`src/rtl/core/rlcf_pkg.sv`:
```
package rlcf_pkg;

  // History ring size in address bits (supported range 4 to 24)
  localparam int HIST_BITS   = 16;
  localparam int HIST_DEPTH  = 1 << HIST_BITS;
  localparam int POS_ROWS    = 256;
  localparam int POS_TAPS    = 4;
  localparam int POS_ROW_W   = POS_TAPS * HIST_BITS;

  // Remainder unit retires two quotient bits per cycle
  localparam int DIV_ITER    = (HIST_BITS + 1) / 2;
  localparam int DIV_W       = 2 * DIV_ITER;
  localparam int DIV_CNT_W   = $clog2(DIV_ITER + 1);

  localparam int IN_TDATA_W  = 8;
  localparam int OUT_TDATA_W = 224;

  typedef logic [HIST_BITS-1:0] hist_addr_t;

  typedef enum logic [2:0] {
    ST_IDLE,
    ST_UPDATE,
    ST_RD_N,
    ST_RD_NN,
    ST_RD_NW,
    ST_DIV_WAIT,
    ST_FINISH
  } ctl_state_t;

  typedef enum logic [1:0] {
    SEL_N,
    SEL_NN,
    SEL_NW
  } hist_sel_t;

  typedef struct packed {
    logic      load_in;
    logic      update;
    logic      div_start;
    logic      hist_rd;
    hist_sel_t sel;
    logic      load_out;
  } dp_cmd_t;

  typedef struct packed {
    logic div_busy;
  } dp_sts_t;

endpackage

```
`src/rtl/core/rlcf_ctrl.sv`:
```
module rlcf_ctrl (
  input  logic              clk,
  input  logic              rst_n,
  input  logic              in_tvalid,
  output logic              in_tready,
  output logic              out_tvalid,
  input  logic              out_tready,
  output rlcf_pkg::dp_cmd_t cmd,
  input  rlcf_pkg::dp_sts_t sts
);
  import rlcf_pkg::*;

  ctl_state_t state_r, state_nxt;
  logic       out_valid_r, out_valid_nxt;
  logic       out_free;

  assign out_free   = !out_valid_r || out_tready;
  assign in_tready  = (state_r == ST_IDLE);
  assign out_tvalid = out_valid_r;

  always_comb begin
    state_nxt = state_r;
    unique case (state_r)
      ST_IDLE:     if (in_tvalid) state_nxt = ST_UPDATE;
      ST_UPDATE:   state_nxt = ST_RD_N;
      ST_RD_N:     state_nxt = ST_RD_NN;
      ST_RD_NN:    state_nxt = ST_RD_NW;
      ST_RD_NW:    state_nxt = ST_DIV_WAIT;
      ST_DIV_WAIT: if (!sts.div_busy) state_nxt = ST_FINISH;
      ST_FINISH:   if (out_free) state_nxt = ST_IDLE;
      default:     state_nxt = ST_IDLE;
    endcase
  end

  always_comb begin
    cmd = '0;
    cmd.sel = SEL_N;
    unique case (state_r)
      ST_IDLE:     cmd.load_in = in_tvalid;
      ST_UPDATE:   cmd.update = 1'b1;
      ST_RD_N: begin
        cmd.hist_rd   = 1'b1;
        cmd.sel       = SEL_N;
        cmd.div_start = 1'b1;
      end
      ST_RD_NN: begin
        cmd.hist_rd = 1'b1;
        cmd.sel     = SEL_NN;
      end
      ST_RD_NW: begin
        cmd.hist_rd = 1'b1;
        cmd.sel     = SEL_NW;
      end
      ST_DIV_WAIT: ;
      ST_FINISH:   cmd.load_out = out_free;
      default: ;
    endcase
  end

  always_comb begin
    out_valid_nxt = out_valid_r;
    if (out_tready) out_valid_nxt = 1'b0;
    if (cmd.load_out) out_valid_nxt = 1'b1;
  end

  always_ff @(posedge clk) begin
    if (!rst_n) begin
      state_r     <= ST_IDLE;
      out_valid_r <= 1'b0;
    end else begin
      state_r     <= state_nxt;
      out_valid_r <= out_valid_nxt;
    end
  end

endmodule

```
`config.mk`:
```
export PLATFORM = sky130hd
export DESIGN_NAME = rlcf_ctrl
export DESIGN_NICKNAME = d
export VERILOG_FILES = /design/src/rtl/core/rlcf_pkg.sv /design/src/rtl/core/rlcf_ctrl.sv
export SDC_FILE = /design/constraint.sdc
export NUM_CORES = 1
export LEC_CHECK = 0
export BUFFER_PORTS_ARGS = -buffer_cell sky130_fd_sc_hd__buf_2
export CORE_AREA = 2 2 39 41
export CTS_BUF_LIST = sky130_fd_sc_hd__clkbuf_8
export CTS_CLUSTER_SIZE = 30
export DETAILED_ROUTE_END_ITERATION = 8
export DIE_AREA = 0 0 41 43
export SYNTH_ARGS = -nofsm -noshare
export SYNTH_HDL_FRONTEND = slang
export SYNTH_SLANG_ARGS = --single-unit
```
`constraint.sdc`:
```
create_clock -name clk -period 1 [get_ports clk]
set_input_delay 0.1 -clock clk [delete_from_list [all_inputs] [get_ports clk]]
set_output_delay 0.1 -clock clk [all_outputs]
set_load 0.02 [all_outputs]
```
==> metrics.cfg, run 1 <==
[status]
status = finished with violations
violations = negative setup slack

[setup_path]
reg2reg_from = state_r[0]
crit_type = reg -> reg
end_kind = flip-flop
worstReg2RegEnd = state_r[1]
required_ns = 1.11
critPathMaxFanout = 7
crit_chain = buf_4, or3b_4, a311oi_2
critPathLaunchType = flip-flop
reg2reg_slack_ns = -0.23
cp_slowest_cell = or3b_4
worstRegToRegCells = 3
arrival_ns = 1.34
max_stage_delay_ns = 0.38

[synthesis]
netlist_area_um2 = 259.0
ys_types = 19
synth_warnings = 0
synth_fp_nets = 35
synth_top_area_frac = 0.3092
yosysTopAreaCell = dfxtp_1
ys_ff_latch = 4
netlist_instances = 30
yosysSeqAreaShare = 0.3092
syn_area_per_cell_um2 = 8.633
synth_area_leaders = dfxtp_1 (31%), buf_4 (8.7%), nor3b_1 (8.7%)

[sta]
fmax_mhz = 815.1
finalCritPeriodShare = 1.227
slew_headroom = 0.8454
setup_viol = 11
finalSetupTns_ns = -1.782
min_period_ns = 1.227
hold_viol = 0
tightest_slew_ns = 0.2319
setup_slack_ns = -0.2268
slew_violations = 0
fin_skew_ns = 0.002548
rsz0062_at_grt = true

[global_route]
grtUsageTotal = 0.09849
grt_pass1_wl_um = 1166
grt_pass1_vias = 284
antenna_found_initial = 0
overflow = 0
grt_max_degree = 8

[power]
p_per_area_nw_per_um2 = 1613
total_power_mw = 0.9647
ir_worst_vdd_uv = 802.0
p_leak_nw = 0.2830

[clocking]
h-tree-depth = 1
clk_pin_slew_ns = 0.03
cts.sinks = 4
cts_buffers = 3
cts_hold_buffers = 0
insertion_delay_ns = 0.22
cts.path.max_buffers = 2
cts_root_buf = clkbuf_8
cts_tree = done

[worst_hold_path]
min_to = state_r[0]
hold_class = in -> reg
hold_depth = 2
hold_start = rst_n

[routing]
drcViolationCount = 0
drtPass1Iterations = 1
postRouteAntennaNets = 0
wl_per_cell_um = 11.11
via_per_inst = 4.347
first_iter_violations = 0
vias = 326
routed_wl_um = 833

[place]
gp_congestion = 0.7102
port-buffer-count = 13
post-place-ws_ns = -0.1450
hpwl_um = 470.4

[floorplan]
core_area_um2 = 1384
io_pins = 14
std_cell_rows = 14
dieArea_um2 = 1763
start_util = 0.1872
die_x_um = 41
die_h_um = 43

[cells_and_area]
nets = 65
area.growth.synth_to_final_pct = 130.9
diodes = 0
layout-drive-gt1-share = 0.7797

[flow_run]
cap_violations = 0

==> cells in the mapped netlist <==
master,number
buf_4,3
and3_1,1
o21ba_2,1
nor3b_1,3
nand2b_1,2
buf_2,1
a311oi_1,2
inv_1,2
a21o_1,1
a21oi_1,2
nand2_1,1
xnor2_1,1
o2111a_1,1
nor2b_1,1
nor3_1,1
dfxtp_1,4
or3b_1,1
nand3b_1,1
and2_1,1
==> logic make-up after synthesis <==
logic type                Yosys count  synth area share
DFF                                 4            0.3092
AOI/OAI and AO/OA                   7            0.2174
xor gates and xnor gates            1           0.03382
buffers and inverters               6            0.1353
and+or+nand+nor                    12            0.3044
==> per-layer routing <==
metal | GRT usage | vias to the layer above | routed length, um
li1 | - | 164 | -
met1 | 0.1097 | 146 | 300
met2 | 0.1438 | 12 | 433
met3 | 0.04712 | 4 | 72
met4 | 0.06000 | 0 | 27
met5 | 0 | - | 0
==> worst max-delay path, delay by kind of cell, from the launching register on <==
kind / cells / cell delay, ns
buffers and inverters: 1 / 0.14
AOI/OAI and AO/OA: 1 / 0.24
DFF: 1 / 0.36
and+or+nand+nor: 1 / 0.38
==> layout make-up <==
cell class / count / area [um2]
Timing Repair Buffer: 29 / 237.7
Inverter: 2 / 7.507
Tap cell: 16 / 20.02
Fill cell: 144 / 785.8
Multi-Input combinational cell: 20 / 192.7
Clock inverter: 1 / 3.754
Sequential cell: 4 / 95.09
Clock buffer: 3 / 41.29
==> flip-flops by register name (all words and copies together), names as in the netlist <==
name / flops
state_r: 3
out_tvalid: 1
==> metrics by stage <==
step	util	std cells	area [um2]	hold slack (ns)
6_report	0.4322	75	598.1	0.1237
5_1_grt	0.4322	75	598.1	0.1239
4_1_cts	0.4051	73	560.5	0.1239
3_5_place_dp	0.2957	64	409.1	0.3638
3_3_place_gp	0.2957	64	409.1	0.3604
2_1_floorplan	-	30	284.0	0.2396
==> cells in the final DEF, fill, tap and decap left out <==
cell type / instances
xnor2_1: 1
a21o_1: 1
nor3_4: 1
nor2b_1: 1
inv_1: 3
nand2_1: 1
buf_2: 7
nand3b_1: 1
nand2b_1: 2
a21oi_1: 2
nor3b_2: 3
o21ba_2: 1
clkbuf_8: 3
and3_4: 1
buf_6: 10
or3b_4: 1
dfxtp_4: 4
and2_4: 1
o2111a_1: 1
buf_4: 12
a311oi_2: 2
==> worst max-delay path by stage <==
stage,startpoint,slack (ns),depth (start not counted),to
after floorplan,state_r[0],-0.17,3,cmd[3]
after global placement,state_r[0],-0.11,2,state_r[1]
after detailed placement,state_r[0],-0.14,2,state_r[1]
after CTS,state_r[1],-0.22,4,cmd[6]
after global routing,state_r[1],-0.26,4,cmd[6]
final,state_r[0],-0.23,3,state_r[1]
==> report_power, final <==
part	internal [mW]	leakage [nW]	total, mW	switching, mW
logic	0.239	0.220	0.403	0.165
clock network	0.262	0.0269	0.355	0.0929
registers	0.176	0.0356	0.206	0.0300
total	0.677	0.283	0.965	0.287
==> timing repair <==
item | CTS | global route
buffers inserted | 5 | 2
gates resized for setup | 23 | 5
setup endpoints to repair | 11 | 11
pin swaps | 6 | 5
(Power assumes the default switching activity.)
==> inputs of run 2 (changes only) <==
--- a/config.mk
+++ b/config.mk
@@ -5,6 +5,7 @@
 export SDC_FILE = /design/constraint.sdc
 export NUM_CORES = 1
 export LEC_CHECK = 0
+export ABC_AREA = 1
 export BUFFER_PORTS_ARGS = -buffer_cell sky130_fd_sc_hd__buf_2
 export CORE_AREA = 2 2 39 41
 export CTS_BUF_LIST = sky130_fd_sc_hd__clkbuf_8
==> run 2 against run 1 <==
The run still ends with negative setup slack left. Critical path depth is 2 higher. Non-clock buffer count is 6 lower. Clock power fell by 5.9%. Synthesized cell count up 67%. Clock skew up 0.00094 ns. Power up 0.51%. Wire length increased by 7.8%. Die area did not move. Register-to-register slack gained 0.14 ns. Sequential cell count unchanged. Highest routed layer is now met3.
==> metrics.cfg, run 2 <==
[synthesis]
yosysTopAreaCell = dfxtp_1  ; unchanged
netlist_instances = 50  ; was 30
yosysSeqAreaShare = 0.2462  ; was 0.3092
synth.most_common_cell = inv_1  ; was dfxtp_1
synth_warnings = 0  ; unchanged
synth_top_area_frac = 0.2462  ; was 0.3092
ys_ff_latch = 4  ; unchanged
synthArstFlopShare = 0  ; unchanged
synthTopCellsByCount = inv_1 (9), nor2_1 (8), nand2_1 (6)  ; was dfxtp_1 (4), buf_4 (3), nor3b_1 (3)
syn_area_per_cell_um2 = 6.506  ; was 8.633 um2
ys_types = 17  ; was 19
synth_edf_count = 0  ; unchanged
netlist_area_um2 = 325.3  ; was 259.0 um2
yosys_most_used_dff = dfxtp_1  ; unchanged
synth_area_leaders = dfxtp_1 (25%), inv_1 (10%), nor2_1 (9.2%)  ; was dfxtp_1 (31%), buf_4 (8.7%), nor3b_1 (8.7%)
synth_fp_nets = 55  ; was 35

[flow_run]
cap_violations = 0  ; unchanged

[sta]
min_period_ns = 1.134  ; was 1.227 ns
finalCritPeriodShare = 1.134  ; was 1.227
slew_headroom = 0.8874  ; was 0.8454
slew_violations = 0  ; unchanged
fin_skew_ns = 0.003489  ; was 0.002548 ns
setup_viol = 11  ; unchanged
finalSetupTns_ns = -1.078  ; was -1.782 ns
tightest_slew_ns = 0.1678  ; was 0.2319 ns
setup_slack_ns = -0.1337  ; was -0.2268 ns
hold_viol = 0  ; unchanged
fmax_mhz = 882.0  ; was 815.1 MHz
rsz0062_at_grt = true  ; unchanged

[setup_path]
end_kind = output port  ; was flip-flop
critPathLaunch = state_r[1]  ; was state_r[0]
arrival_ns = 1.03  ; was 1.34 ns
critPathLaunchType = flip-flop  ; unchanged
critPathMaxFanout = 4  ; was 7
crit_type = reg -> out  ; was reg -> reg
reg2reg_from = state_r[0]  ; unchanged
required_ns = 0.90  ; was 1.11 ns

[cells_and_area]
diodes = 0  ; unchanged
final_common_cell = buf_4  ; unchanged
final_cell_mix = buf_4 (12), nor2_1 (6), buf_6 (6)  ; was buf_4 (12), buf_6 (10), buf_2 (7), dfxtp_4 (4)
layout-drive-gt1-share = 0.7808  ; was 0.7797
largest_reg_flops = 3  ; unchanged
multi_input_area_um2 = 261.5  ; was 192.7 um2
fillers = 145  ; was 144
final_util = 0.4602  ; was 0.4322
nets = 80  ; was 65
largest-register = state_r  ; unchanged
seqCellArea_um2 = 91.34  ; was 95.09 um2
area.growth.synth_to_final_pct = 95.77  ; was 130.9%

[place]
hpwl_um = 562.3  ; was 470.4 um
port-buffer-count = 13  ; unchanged
gp_congestion = 0.6816  ; was 0.7102

[global_route]
grt_max_degree = 10  ; was 8
grt_pass1_wl_um = 1262  ; was 1166 um
grt_pass1_vias = 339  ; was 284
grtUsageTotal = 0.1094  ; was 0.09849
antenna_found_initial = 0  ; unchanged
overflow = 0  ; unchanged

[routing]
via_per_inst = 4.292  ; was 4.347
vias = 382  ; was 326
routed_wl_um = 898  ; was 833 um
drcViolationCount = 0  ; unchanged
postRouteAntennaNets = 0  ; unchanged
first_iter_violations = 1  ; was 0
wl_per_cell_um = 10.09  ; was 11.11 um
drtPass1Iterations = 2  ; was 1

[floorplan]
die_x_um = 41  ; unchanged
start_util = 0.2351  ; was 0.1872
dieArea_um2 = 1763  ; unchanged
io_pins = 14  ; unchanged
std_cell_rows = 14  ; unchanged
core_area_um2 = 1384  ; unchanged
die_h_um = 43  ; unchanged

[status]
status = finished with violations  ; unchanged
violations = negative setup slack  ; unchanged

[clocking]
cts_tree = done  ; unchanged
h-tree-depth = 1  ; unchanged
cts_root_buf = clkbuf_8  ; unchanged
clk_pin_slew_ns = 0.03  ; about the same
cts.path.max_buffers = 2  ; unchanged
cts.sinks = 4  ; unchanged
cts_buffers = 3  ; unchanged
insertion_delay_ns = 0.22  ; about the same

[worst_hold_path]
hold_class = in -> reg  ; unchanged
hold_start = rst_n  ; unchanged

[power]
p_leak_nw = 0.3394  ; was 0.2830 nW
p_per_area_nw_per_um2 = 1523  ; was 1613 nW/um2
ir_worst_vdd_uv = 817.1  ; was 802.0 uV

-- run 2: final cells by class --
| class | instances | area share |
|---|---|---|
| Tap cell | 16 | 0.03143 |
| Inverter | 10 | 0.06287 |
| Sequential cell | 4 | 0.1434 |
| Clock buffer | 3 | 0.06483 |
| Multi-Input combinational cell | 33 | 0.4106 |
| Timing Repair Buffer | 23 | 0.2868 |
-- run 2: cells by family after synthesis --
logic type / after synthesis / synth area share
compound gates: 4 / 0.07307
buf+inv: 13 / 0.1961
flops: 4 / 0.2462
simple gates: 29 / 0.4846
-- run 2: critical path, stage by stage, from the launching register on --
cell and delay (ns):
dfxtp_4 0.36, buf_6 0.13, inv_4 0.05, nand2_2 0.05
nor2_1 0.08, buf_4 0.14
-- run 2: worst paths after layout --
| path | to | cells past startpoint | slack (ns) |
|---|---|---|---|
| worst max-delay path | cmd[5] | 5 | -0.13 |
| worst min register to register | out_tvalid | 4 | 0.62 |
| worst min-delay path | state_r[1] | 3 | 0.15 |
| worst max register to register | state_r[0] | 8 | -0.09 |
-- run 2: routing by layer --
layer | part of all wire | track usage | up-vias
li1 | - | - | 200
met2 | 0.56 | 0.1750 | 10
met1 | 0.38 | 0.1029 | 172
met5 | 0 | 0 | -
met4 | 0 | 0.04000 | 0
met3 | 0.059 | 0.07853 | 0
-- run 2: power breakdown --
| part | total (mW) | internal (mW) | switching (mW) |
|---|---|---|---|
| clock | 0.334 | 0.256 | 0.0781 |
| sequential | 0.211 | 0.179 | 0.0320 |
| combinational | 0.425 | 0.200 | 0.225 |
| total | 0.970 | 0.635 | 0.335 |
-- run 2: timing repair --
action | 4_1_cts | 5_1_grt
resized for setup | 25 | 18
setup endpoints to repair | 11 | 11
pin swaps | 2 | 11
hold buffers | 0 | 0
setup buffers | 2 | 4
-- run 2: metrics by stage --
stage / hold slack (ns) / total power [mW] / worst slack (ns) / instance area, um2 / instances
floorplan: 0.2516 / 0.3904 / -0.01842 / 330.3 / 50
global placement: 0.3808 / 0.4635 / -0.06975 / 419.2 / 80
detailed placement: 0.3817 / 0.4653 / -0.08972 / 419.2 / 80
CTS: 0.1488 / 0.8804 / -0.1249 / 536.8 / 85
global route: 0.1618 / 1.036 / -0.2130 / 636.9 / 89
finish: 0.1499 / 0.9696 / -0.1337 / 636.9 / 89
==> inputs of run 3 (changes only) <==
==> constraint.sdc (replaced) <==
create_clock -name clk -period 1.4 [get_ports clk]
set_input_delay 0.28 -clock clk [delete_from_list [all_inputs] [get_ports clk]]
set_output_delay 0.28 -clock clk [all_outputs]
set_load 0.02 [all_outputs]
==> run 3 against run 2 <==
The flow now finishes without violations. Design area down 28%. Combinational power shrank 59%. Register-to-register slack better by 0.52 ns. Critical path depth is 1 lower. Critical path type unchanged. Highest routed layer unchanged.
==> metrics.cfg, run 3 (same netlist as run 2, synthesis figures left out) <==
[status]
status = finished, final reports clean  ; was finished with violations

[setup_path]
worstRegToRegCells = 6  ; was 8
critPathMaxFanout = 10  ; was 4
required_ns = 1.12  ; was 0.90 ns
end_kind = output port  ; unchanged
worstReg2RegEnd = state_r[0]  ; unchanged
endpoint = cmd[6]  ; was cmd[5]
crit_type = reg -> out  ; unchanged
reg2reg_from = state_r[0]  ; unchanged
critPathLaunchType = flip-flop  ; unchanged
arrival_ns = 1.06  ; was 1.03 ns
reg2reg_slack_ns = 0.43  ; was -0.09 ns
critPathLaunch = state_r[0]  ; was state_r[1]

[cells_and_area]
nets = 71  ; was 80
diodes = 0  ; unchanged
area.growth.synth_to_final_pct = 40.77  ; was 95.77%
layout-drive-gt1-share = 0.4844  ; was 0.7808
seqCellArea_um2 = 87.58  ; was 91.34 um2
final_cell_mix = buf_2 (12), inv_1 (9), nor2_1 (8), nand2_1 (6), nand3_1 (5)  ; was buf_4 (12), nor2_1 (6), buf_6 (6)
multi_input_area_um2 = 196.4  ; was 261.5 um2
fillers = 168  ; was 145
largest-register = state_r  ; unchanged
largest_reg_flops = 3  ; unchanged
final_common_cell = buf_2  ; was buf_4

[clocking]
cts_root_buf = clkbuf_8  ; unchanged
clk_pin_slew_ns = 0.03  ; about the same
postCtsSetupBuffers = 0  ; was 2
cts.path.max_buffers = 2  ; unchanged
cts_buffers = 3  ; unchanged
cts_tree = done  ; unchanged
h-tree-depth = 1  ; unchanged
cts.sinks = 4  ; unchanged
insertion_delay_ns = 0.22  ; about the same

[sta]
rsz0062_at_grt = false  ; was true
hold_viol = 0  ; unchanged
min_period_ns = 1.335
finalSetupTns_ns = 0  ; was -1.078 ns
fin_skew_ns = 0.002353  ; was 0.003489 ns
slew_headroom = 0.8956  ; was 0.8874
finalCritPeriodShare = 0.9538
fmax_mhz = 748.9
slew_violations = 0  ; unchanged
setup_slack_ns = 0.06465  ; was -0.1337 ns
setup_viol = 0  ; was 11
tightest_slew_ns = 0.1566  ; was 0.1678 ns

[routing]
top_layer_used = met3  ; unchanged
via_per_inst = 4.350  ; was 4.292
postRouteAntennaNets = 0  ; unchanged
dr_wl_met3_um = 46  ; was 53 um
wl_met1_um = 296  ; was 337 um
drtPass1Iterations = 4  ; was 2
wl_per_cell_um = 9.150  ; was 10.09 um
wl_met2_um = 389  ; was 507 um
first_iter_violations = 8  ; was 1
drcViolationCount = 0  ; unchanged
routed_wl_um = 732  ; was 898 um
vias = 348  ; was 382

[power]
p_per_area_nw_per_um2 = 1259  ; was 1523 nW/um2
p_leak_nw = 0.2674  ; was 0.3394 nW
ir_worst_vdd_uv = 446.1  ; was 817.1 uV

[place]
gp_congestion = 0.6903  ; was 0.6816
post-place-ws_ns = 0.1278  ; was -0.08972 ns
port-buffer-count = 13  ; unchanged
hpwl_um = 567.8  ; was 562.3 um

[global_route]
grt_pass1_wl_um = 1166  ; was 1262 um
grt_max_degree = 11  ; was 10
grtUsageTotal = 0.09839  ; was 0.1094
antenna_found_initial = 0  ; unchanged
overflow = 0  ; unchanged
grt_pass1_vias = 328  ; was 339

[floorplan]
io_pins = 14  ; unchanged
core_area_um2 = 1384  ; unchanged
dieArea_um2 = 1763  ; unchanged
die_x_um = 41  ; unchanged
start_util = 0.2351  ; unchanged
die_h_um = 43  ; unchanged
std_cell_rows = 14  ; unchanged

[worst_hold_path]
hold_class = in -> reg  ; unchanged
hold_depth = 3  ; unchanged

[flow_run]
cap_violations = 0  ; unchanged

[run 3: layout make-up]
class                           count  share of cell area
Multi-Input combinational cell     33              0.4290
Sequential cell                     4              0.1913
Timing Repair Buffer               14              0.1639
Clock buffer                        3             0.09016
Inverter                           10             0.08197
Tap cell                           16             0.04372
[run 3: stage by stage]
step	hold slack, ns	area [um2]	std cells	power (mW)	util
floorplan	0.4316	325.3	50	0.2764	-
global placement	0.5538	391.6	77	0.3136	0.2830
detailed placement	0.5617	391.6	77	0.3184	0.2830
CTS	0.3372	440.4	80	0.5673	0.3183
global route	0.3507	457.9	80	0.6073	0.3309
finish	0.3312	457.9	80	0.5767	0.3309
[run 3: worst min-delay path by stage]
stage / startpoint / endpoint / slack (ns)
after CTS: rst_n / state_r[1] / 0.34
after detailed placement: rst_n / out_tvalid / 0.56
after floorplan: rst_n / state_r[0] / 0.43
final: rst_n / state_r[1] / 0.33
after global placement: rst_n / state_r[0] / 0.55
after global routing: rst_n / state_r[0] / 0.35
[run 3: per-layer routing]
metal  global-route usage  vias to the layer above
li1                     -                      179
met1              0.09003                      154
met2               0.1719                       15
met3              0.03141                        0
met4              0.06000                        0
met5                    0                        -
[run 3: critical path: stages, from the launching register on]
cell	delay, ns
dfxtp_4	0.38
nor2_4	0.13
inv_1	0.07
nor3_2	0.10
buf_4	0.16
[run 3: report_power, final]
part | switching [mW] | internal (mW)
clock network | 0.0624 | 0.184
logic | 0.109 | 0.0647
registers | 0.0281 | 0.129
[run 3: what timing repair did]
| action | 4_1_cts | 5_1_grt |
|---|---|---|
| hold buffers | 0 | 0 |
| gates resized for setup | 3 | 5 |
| endpoints found under the setup margin | 7 | 2 |
| endpoints found under the hold margin | 0 | 0 |
